==> src/rtl/core/smq_pkg.sv <==
`timescale 1ns / 1ps
// ----------------------------------------------------------------------------
// smq_pkg: shared types and constants of the six-axis motion qualifier
// Beat layouts, register indexes, event codes, and the command and status
// bundles between the sequencer and the datapath.
// ----------------------------------------------------------------------------
package smq_pkg;

  // Field and state widths
  localparam int AXES       = 6;
  localparam int AXIS_IDX_W = 3;
  localparam int AXIS_W     = 16;
  localparam int THR_W      = 15;
  localparam int CNT_W      = 16;
  localparam int MS_W       = 16;
  localparam int SUM_W      = 17;
  localparam int DVD_W      = SUM_W + 1;   // sum plus period before the wrap
  localparam int EV_W       = 2;

  // Configuration port
  localparam int CFG_IDX_W  = 2;
  localparam int CFG_DATA_W = 16;
  localparam logic [CFG_IDX_W-1:0] CFG_THRESHOLD   = 2'd0;
  localparam logic [CFG_IDX_W-1:0] CFG_EVENT_COUNT = 2'd1;
  localparam logic [CFG_IDX_W-1:0] CFG_INTERVAL    = 2'd2;

  localparam logic [THR_W-1:0] RESET_THRESHOLD   = 15'd256;
  localparam logic [CNT_W-1:0] RESET_EVENT_COUNT = 16'd16;
  localparam logic [MS_W-1:0]  RESET_INTERVAL    = 16'd0;

  // Event codes
  localparam logic [EV_W-1:0] EV_NONE = 2'd0;
  localparam logic [EV_W-1:0] EV_POS  = 2'd1;
  localparam logic [EV_W-1:0] EV_NEG  = 2'd2;

  localparam logic [AXIS_IDX_W-1:0] LAST_AXIS = 3'(AXES - 1);

  typedef struct packed {
    logic signed [AXIS_W-1:0] axis_x;
    logic signed [AXIS_W-1:0] axis_y;
    logic signed [AXIS_W-1:0] axis_z;
    logic signed [AXIS_W-1:0] axis_rx;
    logic signed [AXIS_W-1:0] axis_ry;
    logic signed [AXIS_W-1:0] axis_rz;
    logic        [MS_W-1:0]   period_ms;
  } smq_in_t;

  typedef struct packed {
    logic [EV_W-1:0] event_x;
    logic [EV_W-1:0] event_y;
    logic [EV_W-1:0] event_z;
    logic [EV_W-1:0] event_rx;
    logic [EV_W-1:0] event_ry;
    logic [EV_W-1:0] event_rz;
  } smq_out_t;

  // Sequencer to datapath
  typedef struct packed {
    logic                  capture;
    logic                  eval;
    logic                  div_store;
    logic                  out_load;
    logic [AXIS_IDX_W-1:0] axis;
  } smq_cmd_t;

  // Datapath to sequencer
  typedef struct packed {
    logic need_div;
    logic rem_done;
    logic out_free;
  } smq_sts_t;

endpackage

==> src/rtl/core/smq_rem.sv <==
`timescale 1ns / 1ps
// ----------------------------------------------------------------------------
// smq_rem: bit-serial remainder unit
// Restoring division, one dividend bit per cycle; only the remainder is kept.
// ----------------------------------------------------------------------------
module smq_rem (
  input  logic                      clk,
  input  logic                      rst_n,
  input  logic                      start,
  input  logic [smq_pkg::DVD_W-1:0] dividend,
  input  logic [smq_pkg::MS_W-1:0]  divisor,
  output logic                      done,
  output logic [smq_pkg::MS_W-1:0]  remainder
);
  import smq_pkg::*;

  localparam int STEPS  = DVD_W;
  localparam int STEP_W = $clog2(STEPS);

  logic              busy_r;
  logic              done_r;
  logic [STEP_W-1:0] step_r;
  logic [DVD_W-1:0]  dvd_r;
  logic [MS_W-1:0]   dvs_r;
  logic [MS_W-1:0]   rem_r;

  logic [MS_W:0]     trial;
  logic              fits;
  logic [MS_W:0]     diff;
  logic [MS_W-1:0]   rem_nxt;

  // Shift in the next dividend bit and try a subtract
  always_comb begin
    trial   = {rem_r, dvd_r[DVD_W-1]};
    fits    = trial >= {1'b0, dvs_r};
    diff    = trial - {1'b0, dvs_r};
    rem_nxt = fits ? diff[MS_W-1:0] : trial[MS_W-1:0];
  end

  // Control: busy while the dividend bits are stepped through, then a one-cycle done pulse
  always_ff @(posedge clk) begin
    if (!rst_n) begin
      busy_r <= 1'b0;
      done_r <= 1'b0;
      step_r <= '0;
    end else begin
      done_r <= 1'b0;
      if (start) begin
        busy_r <= 1'b1;
        step_r <= '0;
      end else if (busy_r) begin
        step_r <= step_r + 1'b1;
        if (step_r == STEP_W'(STEPS - 1)) begin
          busy_r <= 1'b0;
          done_r <= 1'b1;
        end
      end
    end
  end

  // Operands and partial remainder
  always_ff @(posedge clk) begin
    if (start) begin
      dvd_r <= dividend;
      dvs_r <= divisor;
      rem_r <= '0;
    end else if (busy_r) begin
      dvd_r <= {dvd_r[DVD_W-2:0], 1'b0};
      rem_r <= rem_nxt;
    end
  end

  assign done      = done_r;
  assign remainder = rem_r;

endmodule

==> src/rtl/core/smq_dp.sv <==
`timescale 1ns / 1ps
// ----------------------------------------------------------------------------
// smq_dp: motion qualifier datapath
// Config registers, captured sample, per-axis run counters and time sums,
// the shared remainder unit and the result register.
// ----------------------------------------------------------------------------
module smq_dp (
  input  logic                           clk,
  input  logic                           rst_n,
  input  logic                           cfg_we,
  input  logic [smq_pkg::CFG_IDX_W-1:0]  cfg_idx,
  input  logic [smq_pkg::CFG_DATA_W-1:0] cfg_wdata,
  input  smq_pkg::smq_in_t               in_data,
  input  smq_pkg::smq_cmd_t              cmd,
  output smq_pkg::smq_sts_t              sts,
  output logic                           out_valid,
  input  logic                           out_stall,
  output smq_pkg::smq_out_t              out_data
);
  import smq_pkg::*;

  logic [THR_W-1:0] thr_r;
  logic [CNT_W-1:0] evcnt_r;
  logic [MS_W-1:0]  intv_r;

  logic signed [AXIS_W-1:0] axis_r [AXES];
  logic [MS_W-1:0]          period_r;

  logic [CNT_W-1:0] pos_cnt_r [AXES];
  logic [CNT_W-1:0] neg_cnt_r [AXES];
  logic [SUM_W-1:0] pos_sum_r [AXES];
  logic [SUM_W-1:0] neg_sum_r [AXES];
  logic [EV_W-1:0]  ev_r      [AXES];
  logic [EV_W-1:0]  dir_r;

  smq_out_t out_r;
  logic     out_vld_r;

  // Axis evaluation
  logic signed [AXIS_W:0] v_ext;
  logic signed [AXIS_W:0] t_ext;
  logic                   is_pos;
  logic                   is_neg;
  logic                   time_mode;
  logic [CNT_W-1:0]       cur_cnt;
  logic [SUM_W-1:0]       cur_sum;
  logic [CNT_W:0]         cnt_inc;
  logic                   cnt_fire;
  logic [CNT_W-1:0]       cnt_nxt;
  logic [DVD_W-1:0]       time_s;
  logic                   time_fire;
  logic [EV_W-1:0]        code;
  logic                   rem_start;
  logic                   rem_done;
  logic [MS_W-1:0]        rem_val;

  // Dead-band compare, then count or time step for the current axis
  always_comb begin
    v_ext     = {axis_r[cmd.axis][AXIS_W-1], axis_r[cmd.axis]};
    t_ext     = $signed({{(AXIS_W + 1 - THR_W){1'b0}}, thr_r});
    is_pos    = v_ext > t_ext;
    is_neg    = v_ext < -t_ext;
    time_mode = intv_r != '0;
    code      = is_pos ? EV_POS : EV_NEG;
    cur_cnt   = is_pos ? pos_cnt_r[cmd.axis] : neg_cnt_r[cmd.axis];
    cur_sum   = is_pos ? pos_sum_r[cmd.axis] : neg_sum_r[cmd.axis];
    cnt_inc   = {1'b0, cur_cnt} + 1'b1;
    cnt_fire  = cnt_inc >= {1'b0, evcnt_r};
    cnt_nxt   = cnt_fire ? '0 : cnt_inc[CNT_W-1:0];
    time_s    = {1'b0, cur_sum} + {{(DVD_W - MS_W){1'b0}}, period_r};
    time_fire = time_s > {{(DVD_W - MS_W){1'b0}}, intv_r};
    rem_start = cmd.eval && (is_pos || is_neg) && time_mode && time_fire;
  end

  smq_rem u_rem (
    .clk       (clk),
    .rst_n     (rst_n),
    .start     (rem_start),
    .dividend  (time_s),
    .divisor   (intv_r),
    .done      (rem_done),
    .remainder (rem_val)
  );

  // Configuration registers
  always_ff @(posedge clk) begin
    if (!rst_n) begin
      thr_r   <= RESET_THRESHOLD;
      evcnt_r <= RESET_EVENT_COUNT;
      intv_r  <= RESET_INTERVAL;
    end else if (cfg_we) begin
      case (cfg_idx)
        CFG_THRESHOLD:   thr_r   <= cfg_wdata[THR_W-1:0];
        CFG_EVENT_COUNT: evcnt_r <= cfg_wdata[CNT_W-1:0];
        CFG_INTERVAL:    intv_r  <= cfg_wdata[MS_W-1:0];
        default: ;
      endcase
    end
  end

  // Sample capture on the accepted beat
  always_ff @(posedge clk) begin
    if (cmd.capture) begin
      axis_r[0] <= in_data.axis_x;
      axis_r[1] <= in_data.axis_y;
      axis_r[2] <= in_data.axis_z;
      axis_r[3] <= in_data.axis_rx;
      axis_r[4] <= in_data.axis_ry;
      axis_r[5] <= in_data.axis_rz;
      period_r  <= in_data.period_ms;
    end
  end

  // Per-axis counters and time sums
  always_ff @(posedge clk) begin
    if (!rst_n) begin
      for (int i = 0; i < AXES; i++) begin
        pos_cnt_r[i] <= '0;
        neg_cnt_r[i] <= '0;
        pos_sum_r[i] <= '0;
        neg_sum_r[i] <= '0;
      end
    end else if (cmd.eval) begin
      if (!is_pos && !is_neg) begin
        pos_cnt_r[cmd.axis] <= '0;
        neg_cnt_r[cmd.axis] <= '0;
        pos_sum_r[cmd.axis] <= '0;
        neg_sum_r[cmd.axis] <= '0;
      end else if (!time_mode) begin
        if (is_pos) begin
          pos_cnt_r[cmd.axis] <= cnt_nxt;
          neg_cnt_r[cmd.axis] <= '0;
        end else begin
          neg_cnt_r[cmd.axis] <= cnt_nxt;
          pos_cnt_r[cmd.axis] <= '0;
        end
      end else if (!time_fire) begin
        if (is_pos) pos_sum_r[cmd.axis] <= time_s[SUM_W-1:0];
        else        neg_sum_r[cmd.axis] <= time_s[SUM_W-1:0];
      end
    end else if (cmd.div_store) begin
      if (dir_r == EV_POS) pos_sum_r[cmd.axis] <= {1'b0, rem_val};
      else                 neg_sum_r[cmd.axis] <= {1'b0, rem_val};
    end
  end

  // Working event codes; direction held across the remainder wait
  always_ff @(posedge clk) begin
    if (cmd.eval) begin
      dir_r <= code;
      if (!is_pos && !is_neg)
        ev_r[cmd.axis] <= EV_NONE;
      else if (!time_mode)
        ev_r[cmd.axis] <= cnt_fire ? code : EV_NONE;
      else
        ev_r[cmd.axis] <= EV_NONE;
    end else if (cmd.div_store) begin
      ev_r[cmd.axis] <= dir_r;
    end
  end

  // Result register
  always_ff @(posedge clk) begin
    if (!rst_n) begin
      out_vld_r <= 1'b0;
    end else if (cmd.out_load) begin
      out_vld_r <= 1'b1;
    end else if (!out_stall) begin
      out_vld_r <= 1'b0;
    end
  end

  always_ff @(posedge clk) begin
    if (cmd.out_load) begin
      out_r.event_x  <= ev_r[0];
      out_r.event_y  <= ev_r[1];
      out_r.event_z  <= ev_r[2];
      out_r.event_rx <= ev_r[3];
      out_r.event_ry <= ev_r[4];
      out_r.event_rz <= ev_r[5];
    end
  end

  assign sts.need_div = rem_start;
  assign sts.rem_done = rem_done;
  assign sts.out_free = !out_vld_r || !out_stall;
  assign out_valid    = out_vld_r;
  assign out_data     = out_r;

endmodule

==> src/rtl/core/smq_ctrl.sv <==
`timescale 1ns / 1ps
// ----------------------------------------------------------------------------
// smq_ctrl: motion qualifier sequencer
// Walks the six axes of a captured sample, waits on the remainder unit when
// a time-mode event wraps, then hands the result to the output register.
// ----------------------------------------------------------------------------
module smq_ctrl (
  input  logic               clk,
  input  logic               rst_n,
  input  logic               in_valid,
  output logic               in_stall,
  input  smq_pkg::smq_sts_t  sts,
  output smq_pkg::smq_cmd_t  cmd
);
  import smq_pkg::*;

  localparam logic [1:0] ST_IDLE = 2'd0;
  localparam logic [1:0] ST_EVAL = 2'd1;
  localparam logic [1:0] ST_DIV  = 2'd2;
  localparam logic [1:0] ST_OUT  = 2'd3;

  logic [1:0]            state_r;
  logic [1:0]            state_nxt;
  logic [AXIS_IDX_W-1:0] axis_r;
  logic [AXIS_IDX_W-1:0] axis_nxt;

  // Next state and commands
  always_comb begin
    state_nxt     = state_r;
    axis_nxt      = axis_r;
    cmd.capture   = 1'b0;
    cmd.eval      = 1'b0;
    cmd.div_store = 1'b0;
    cmd.out_load  = 1'b0;
    cmd.axis      = axis_r;
    case (state_r)
      ST_IDLE: begin
        if (in_valid) begin
          cmd.capture = 1'b1;
          axis_nxt    = '0;
          state_nxt   = ST_EVAL;
        end
      end
      ST_EVAL: begin
        cmd.eval = 1'b1;
        if (sts.need_div) begin
          state_nxt = ST_DIV;
        end else if (axis_r == LAST_AXIS) begin
          state_nxt = ST_OUT;
        end else begin
          axis_nxt = axis_r + 1'b1;
        end
      end
      ST_DIV: begin
        if (sts.rem_done) begin
          cmd.div_store = 1'b1;
          if (axis_r == LAST_AXIS) begin
            state_nxt = ST_OUT;
          end else begin
            axis_nxt  = axis_r + 1'b1;
            state_nxt = ST_EVAL;
          end
        end
      end
      ST_OUT: begin
        if (sts.out_free) begin
          cmd.out_load = 1'b1;
          state_nxt    = ST_IDLE;
        end
      end
      default: begin
        state_nxt = ST_IDLE;
      end
    endcase
  end

  always_ff @(posedge clk) begin
    if (!rst_n) begin
      state_r <= ST_IDLE;
      axis_r  <= '0;
    end else begin
      state_r <= state_nxt;
      axis_r  <= axis_nxt;
    end
  end

  assign in_stall = state_r != ST_IDLE;

endmodule

==> src/rtl/core/six_axis_motion_qualifier_top.sv <==
`timescale 1ns / 1ps
// ----------------------------------------------------------------------------
// six_axis_motion_qualifier_top: six-axis motion sample qualifier
// Per axis dead-band check, then count-mode or time-mode event generation.
//
//   channel | direction | handshake          | payload
//   --------+-----------+--------------------+----------------------------
//   in      | input     | in_valid/in_stall  | in_data  (smq_in_t)
//   out     | output    | out_valid/out_stall| out_data (smq_out_t)
//   cfg     | input     | cfg_we             | cfg_idx, cfg_wdata
//
// Each axis whose time sum wraps waits in the shared bit-serial remainder
// unit (one dividend bit per cycle) before the next axis is evaluated.
// Reset is synchronous; it restores register defaults and clears all
// counters and sums. The result register holds one beat, so a new sample is
// accepted while a result is stalled; out_stall holds the sequencer only
// when the next result is ready and the register is still full.
// ----------------------------------------------------------------------------
module six_axis_motion_qualifier_top (
  input  logic                           clk,
  input  logic                           rst_n,
  input  logic                           cfg_we,
  input  logic [smq_pkg::CFG_IDX_W-1:0]  cfg_idx,
  input  logic [smq_pkg::CFG_DATA_W-1:0] cfg_wdata,
  input  logic                           in_valid,
  output logic                           in_stall,
  input  smq_pkg::smq_in_t               in_data,
  output logic                           out_valid,
  input  logic                           out_stall,
  output smq_pkg::smq_out_t              out_data
);
  import smq_pkg::*;

  smq_cmd_t cmd;
  smq_sts_t sts;

  smq_ctrl u_ctrl (
    .clk      (clk),
    .rst_n    (rst_n),
    .in_valid (in_valid),
    .in_stall (in_stall),
    .sts      (sts),
    .cmd      (cmd)
  );

  smq_dp u_dp (
    .clk       (clk),
    .rst_n     (rst_n),
    .cfg_we    (cfg_we),
    .cfg_idx   (cfg_idx),
    .cfg_wdata (cfg_wdata),
    .in_data   (in_data),
    .cmd       (cmd),
    .sts       (sts),
    .out_valid (out_valid),
    .out_stall (out_stall),
    .out_data  (out_data)
  );

endmodule
==> config.mk <==
export PLATFORM = sky130hd
export DESIGN_NAME = six_axis_motion_qualifier_top
export DESIGN_NICKNAME = d
export VERILOG_FILES = /design/src/rtl/core/smq_pkg.sv /design/src/rtl/core/smq_rem.sv /design/src/rtl/core/smq_dp.sv /design/src/rtl/core/smq_ctrl.sv /design/src/rtl/core/six_axis_motion_qualifier_top.sv
export SDC_FILE = /design/constraint.sdc
export NUM_CORES = 1
export LEC_CHECK = 0
export BUFFER_PORTS_ARGS = -buffer_cell sky130_fd_sc_hd__buf_2
export CORE_MARGIN = 5
export CORE_UTILIZATION = 45
export CTS_CLUSTER_DIAMETER = 30
export DETAILED_ROUTE_END_ITERATION = 16
export HOLD_SLACK_MARGIN = 0.15
export PLACE_DENSITY = 0.62
export SYNTH_ARGS = -nofsm -noshare
export SYNTH_HDL_FRONTEND = slang
export SYNTH_SLANG_ARGS = --single-unit
==> constraint.sdc <==
create_clock -name clk -period 13.15 [get_ports clk]
set_clock_uncertainty 0.15 [all_clocks]
set_input_delay 1.9725 -clock clk [delete_from_list [all_inputs] [get_ports clk]]
set_output_delay 1.9725 -clock clk [all_outputs]
set_load 0.05 [all_outputs]
Word level (Yosys, flattened, before mapping):

Memories as Yosys holds them, arrays and structs flattened. A register that Yosys moved wholly into a read port is not among the register bits.
Cells that the tools add are included.

* RAM bits: 504
* word-level logic and storage cells: 204
* input port bits: 135
* register bits: 128
* memories: 6
* output and inout bits: 14

* equality and inequality tests: 14
* $lt $le $gt $ge: 5
* add/sub/neg operators: 6
* multiplexer cells: 119
* reduce and logical (&&, ||, !) cells: 27
* bitwise gates (word level): 13

Memory list
* u_dp.neg_sum_r: depth 6, width 17, rd ports 1, clocked after memory_dff 1, write ports 6, line smq_dp.sv:32 `logic [SUM_W-1:0] neg_sum_r [AXES];`
* u_dp.pos_sum_r: depth 6, width 17, rd ports 1, clocked after memory_dff 1, write ports 6, line smq_dp.sv:31 `logic [SUM_W-1:0] pos_sum_r [AXES];`
* u_dp.axis_r: depth 6, width 16, rd ports 1, clocked after memory_dff 1, write ports 6, line smq_dp.sv:26 `logic signed [AXIS_W-1:0] axis_r [AXES];`
* u_dp.neg_cnt_r: depth 6, width 16, rd ports 1, clocked after memory_dff 1, write ports 6, line smq_dp.sv:30 `logic [CNT_W-1:0] neg_cnt_r [AXES];`
* u_dp.pos_cnt_r: depth 6, width 16, rd ports 1, clocked after memory_dff 1, write ports 6, line smq_dp.sv:29 `logic [CNT_W-1:0] pos_cnt_r [AXES];`
* u_dp.ev_r: depth 6, width 2, rd ports 6, clocked after memory_dff 6, write ports 1, line smq_dp.sv:33 `logic [EV_W-1:0] ev_r [AXES];`

Operators by type and width (number)
* $mux 16: 9
* $mux 17: 7
* $mux 1: 70
* $mux 3: 18
* $mux 18: 2
* $ge 17x16->1: 2
* $reduce_or 17->1: 2
* $reduce_or 16->1: 2
* $mux 2: 11
* $add 17x16->18: 1
* $gt 18x16->1: 1
* $add 16x1->17 const B: 1
* $lt 16x17->1: 1
* $neg 15->17: 1
* $gt 16x16->1: 1
* $reduce_bool 16->1: 1
* $sub 16x16->16: 1
* $or 1x1->1: 11
* $pmux 3 s3: 1
* $pmux 2 s4: 1
* $reduce_and 4->1: 2
* $eq 2x1->1 const B: 3
* $eq 2x2->1 const B: 3
* $ne 2x2->1 const B: 3
* 16 further kinds: 29

Longest topological paths before layout:

* depth in word-level cells: 14
* depth in mapped cells: 40
* gate-level depth less buffers: 27

Hierarchy:

Synthesis repeated with hierarchy kept, for this count alone.

* cell total of the unflattened synthesis: 2900
* area, all modules: 36631.4 um^2

Modules (own cells, without submodules)
* smq_dp: cells each 2557, instances 1, area each 32971.6 um^2, seq. area each 20960.1 um^2
* smq_rem: cells each 294, instances 1, area each 3218.1 um^2, seq. area each 1481.4 um^2
* smq_ctrl: cells each 49, instances 1, area each 441.7 um^2, seq. area each 100.1 um^2

Worst setup path before layout:

No wires, ideal clock.

* kind: register to register
* start: register (tool-made name)
* end: memory u_dp.pos_sum_r[5][0], enable pin
* clock period less this slack: 10.801 ns
* arrival: 10.236 ns
* path buffers: 12
* cell stages (with the launch flop): 39
* library setup time: 0.415 ns
* slack: 2.349 ns
* path through: dfxtp_1 buf_6 buf_12 buf_6 buf_4 buf_4 buf_2 buf_2 buf_2 mux4_2 nor2_1 a21oi_1 ha_1 a2111oi_2 o221ai_1 o21ai_2 buf_6 buf_6 (+3 left out) ha_1 fa_1 a211oi_1 o21bai_1 o21bai_1 a31oi_1 a21o_1 a21oi_1 xnor2_1 ha_1 nand2_1 or3_1 o22ai_1 o21ai_1 or3_1 o21ai_0 a21oi_1 o21ai_0

RTL lines (line)
* end, declared: smq_dp.sv:31

==> qor.csv <==
stage;metric;value;unit
outcome;status;completed;
global_route;first-pass GRT wire length;146;mm
worst_setup_path;CP endpoint kind;flip-flop;
clocking;postcts setup bufs;0;
floorplan;Die W;295;µm
synth;Synth area leader;edfxtp_1;
clocking;Inserted Clock Buffers;147;
sta;Peak Freq;96.0;MHz
clocking;H-tree levels;4;
pwr;Pwr Density;217;mW/mm²
sta;setup violators final;0;
synth;Unique masters post-synth;81;
synth;Gate Count Post-Synth;2602;
sta;Final period util;79.2;%
pwr;VDD IR max;0.000150;V
floorplan;Vert. Die Dim;295;µm
sta;relative slew slack;16.2;%
worst_setup_path;Arrival @ worst endpoint;10760;ps
synth;Primary FF master, synth;edfxtp_1;
route;DR iter-0 viols;2208;
sta;endpoints failing hold;0;
global_route;largest net degree at the start of global routing;97;
clocking;clock sinks;779;
clocking;root buffer cell;clkbuf_16;
global_route;initial antenna violation count;2;
sta;RSZ-0062 raised after global routing;false;
place;I/O Buffers;148;
clocking;TritonCTS clock tree;yes;
clocking;clock buffer depth;3;
floorplan;# rows;104;
synth;#FFs+latches synth;779;
global_route;all-layer global routing usage;22.3;%
flow_run;Max-Cap Viols;0;
clocking;Hold Buf Count CTS;0;
hold_path;Hold/Removal Path Class;reg2reg;
layout;layout cells sized above 1;23.7;%
sta;worst slew pin tran;1250;ps
route;Vias/cell;5.76;
clocking;Reg clk slew, reported paths;50;ps
global_route;vias in the first global route;23300;
sta;Setup TNS;0;ps
synth;ranking of synthesized cells by area;edfxtp_1 (58%), mux4_2 (10%), dfxtp_1 (4.3%), ha_1 (3.6%), nor2_1 (3.2%);
floorplan;I/O Pins;149;
clocking;Clock Latency Late Sink;720;ps
worst_setup_path;Worst Path Required;13500;ps
sta;Worst Slack Setup Final;2730;ps
place;pre-CTS setup slack;2770;ps
worst_setup_path;worst-path maximum fanout;96;
synth;synthesized area;0.0364;mm²
route;Routed Wire Length;97.3;mm
route;DR vias;23000;
worst_setup_path;startpoint types;flip-flop;
layout;Area Growth Syn to Fin;18.9;%
place;routability cong.;0.911;
route;Routed WL per cell;24.4;µm
synth;Post-synth ARST share;0;%
sta;post-route minimum period;10420;ps
floorplan;Starting Density;45.3;%
global_route;grt total ovfl;0;
synth;Synth Warn #;0;
synth;register area share after synthesis;62.1;%
sta;final slew viol count;0;
route;residual DRC count;0;
layout;utilization after layout;53.8;%
clocking;post-cts resize count;0;
floorplan;core area;0.0804;mm²
synth;top-area cell type share of the netlist area;57.7;%
floorplan;die area;0.0867;mm²
layout;Nets;3048;
route;Post-DRT Antenna Nets;0;
synth;EDFF count, synth;700;
route;drt pass-1 iters;6;
worst_setup_path;worst setup path class;reg2reg;
place;DP HPWL;63.7;mm
pwr;leakage;15.6;nW
synth;Avg Cell Area, Syn;14.0;µm²
[state kept, by name, summed over array words and instances, names as in the netlist, named ones only]
signal and count:
u_dp.u_rem.busy_r 1, u_dp.u_rem.remainder 16, u_dp.ev_r 12, u_dp.u_rem.dvd_r 18, u_dp.evcnt_r 16, u_dp.neg_sum_r 136, u_dp.u_rem.done 1, u_dp.pos_cnt_r 128
u_dp.u_rem.step_r 5, out_data 12, u_dp.out_valid 1, u_dp.pos_sum_r 136, u_dp.axis_r 96, u_ctrl.state_r 2, u_dp.thr_r 15, u_dp.u_rem.dvs_r 16
u_ctrl.axis_r 3, u_dp.dir_r 2, u_dp.period_r 16, u_dp.intv_r 16, u_dp.neg_cnt_r 128
[through the flow]
| step | power (mW) | cells | instance area, µm² | hold WS, ps |
|---|---|---|---|---|
| 2_1_floorplan | 4.88 | 2617 | 36500 | 250 |
| 3_3_place_gp | 5.54 | 3716 | 38200 | 251 |
| 3_5_place_dp | 5.59 | 3716 | 38200 | 255 |
| 4_1_cts | 9.42 | 3990 | 43300 | 256 |
| 5_1_grt | 9.82 | 3991 | 43300 | 261 |
| 6_report | 9.38 | 3992 | 43300 | 264 |
[cell families after synthesis]
group / count (synthesis) / synth area share, %
flip-flops: 779 / 62.1
XOR/XNOR: 57 / 1.37
AO/OA/AOI/OAI: 318 / 6.41
adder cells (fa/ha/maj): 108 / 3.75
buffers and inverters: 293 / 3.69
other: 1 / 0.0103
multiplexers: 223 / 12.2
AND/OR/NAND/NOR: 823 / 10.5
[placed cells by master (no fill, tap or decap), types with 9 or more instances in the layout]
master	count
edfxtp_1	700
nor2_1	307
nand2_1	214
mux4_2	165
clkbuf_16	149
buf_2	148
inv_1	141
nor3_1	121
ha_1	106
a21oi_1	89
dfxtp_1	76
a21boi_0	48
mux2i_1	41
buf_4	40
xnor2_1	33
nand3_1	31
o21ai_0	29
nor3_2	29
clkinv_2	25
xor2_1	24
bufinv_16	22
a211oi_1	19
nand4_1	18
clkinv_1	18
clkbuf_1	18
a21o_1	17
conb_1	16
nand2b_1	15
inv_6	15
clkinvlp_4	14
nand3b_1	13
o211ai_1	12
a22oi_1	12
and3_1	11
nor4_1	11
a22oi_4	10
a22oi_2	10
nor2b_1	9
or3_1	9
[cell type report]
cell class	count	area, µm²
Tap cell	1060	1330
Clock buffer	167	3800
Sequential cell	779	22600
Timing Repair Buffer	189	1060
Multi-Input combinational cell	1545	12600
Fill cell	6571	37100
Clock inverter	107	1310
Antenna cell	2	5.00
Inverter	143	537
[critical path, cell delays in order, from the launching register on]
cell	delay [ps]
dfxtp_4	930
mux4_2	610
nor2_1	100
a21oi_1	90
ha_1	400
a2111oi_2	360
o221ai_1	240
o21ai_4	740
buf_4	630
mux2i_1	720
ha_1	480
nand4_1	170
xor2_1	970
inv_1	120
ha_1	360
a21oi_1	130
o22ai_1	90
nor2_1	90
o31ai_1	80
a2111oi_0	430
o21ai_0	150
o211ai_1	370
nand3_4	1020
nor3_1	520
[final timing paths]
| kind | slack (ps) | to | cells after the start | from |
|---|---|---|---|---|
| worst max-delay path | 2730 | u_dp.pos_cnt_r[2][15] | 23 | flip-flop |
| worst min-delay path | 260 | out_data[10] | 0 | u_dp.ev_r[0][0] |
| worst max register to register | 2730 | u_dp.pos_cnt_r[2][15] | 23 | flip-flop |
| worst min register to register | 260 | out_data[10] | 0 | u_dp.ev_r[0][0] |
[cells in the mapped netlist, drive strengths merged, types with 3 or more instances]
| library cell | count |
|---|---|
| nor2 | 310 |
| o31ai | 5 |
| ha | 106 |
| nand2 | 220 |
| a21oi | 89 |
| xor2 | 24 |
| a211oi | 19 |
| buf | 79 |
| xnor2 | 33 |
| or3 | 10 |
| nor4b | 3 |
| o22ai | 8 |
| nand3 | 34 |
| o21a | 7 |
| or2 | 5 |
| a22oi | 32 |
| clkbuf | 71 |
| nand2b | 15 |
| a31o | 3 |
| o21bai | 5 |
| and3 | 11 |
| inv | 143 |
| a31oi | 3 |
| o211a | 4 |
| nand3b | 13 |
| o2111ai | 5 |
| and2 | 5 |
| a21boi | 49 |
| nor2b | 9 |
| o21ai | 38 |
| mux2 | 9 |
| mux2i | 41 |
| a2111oi | 7 |
| a21o | 17 |
| nor4 | 11 |
| nand4 | 18 |
| o211ai | 14 |
| nor3 | 150 |
| edfxtp | 700 |
| mux4 | 173 |
| dfxtp | 79 |
[routing by layer]
metal	track usage (%)	up-vias	part of all wire, %
met4	7.56	2	3.1
met3	4.39	193	6.9
met2	36.2	943	49
met1	30.5	11600	41
met5	0	-	0.0072
li1	-	10200	-
[power by group]
| group | internal, mW | total (mW) | switching, mW |
|---|---|---|---|
| clock network | 2.53 | 3.82 | 1.29 |
| registers | 2.95 | 3.11 | 0.163 |
| logic | 0.924 | 2.46 | 1.53 |
Note: power is estimated with default switching activity, not from simulation.
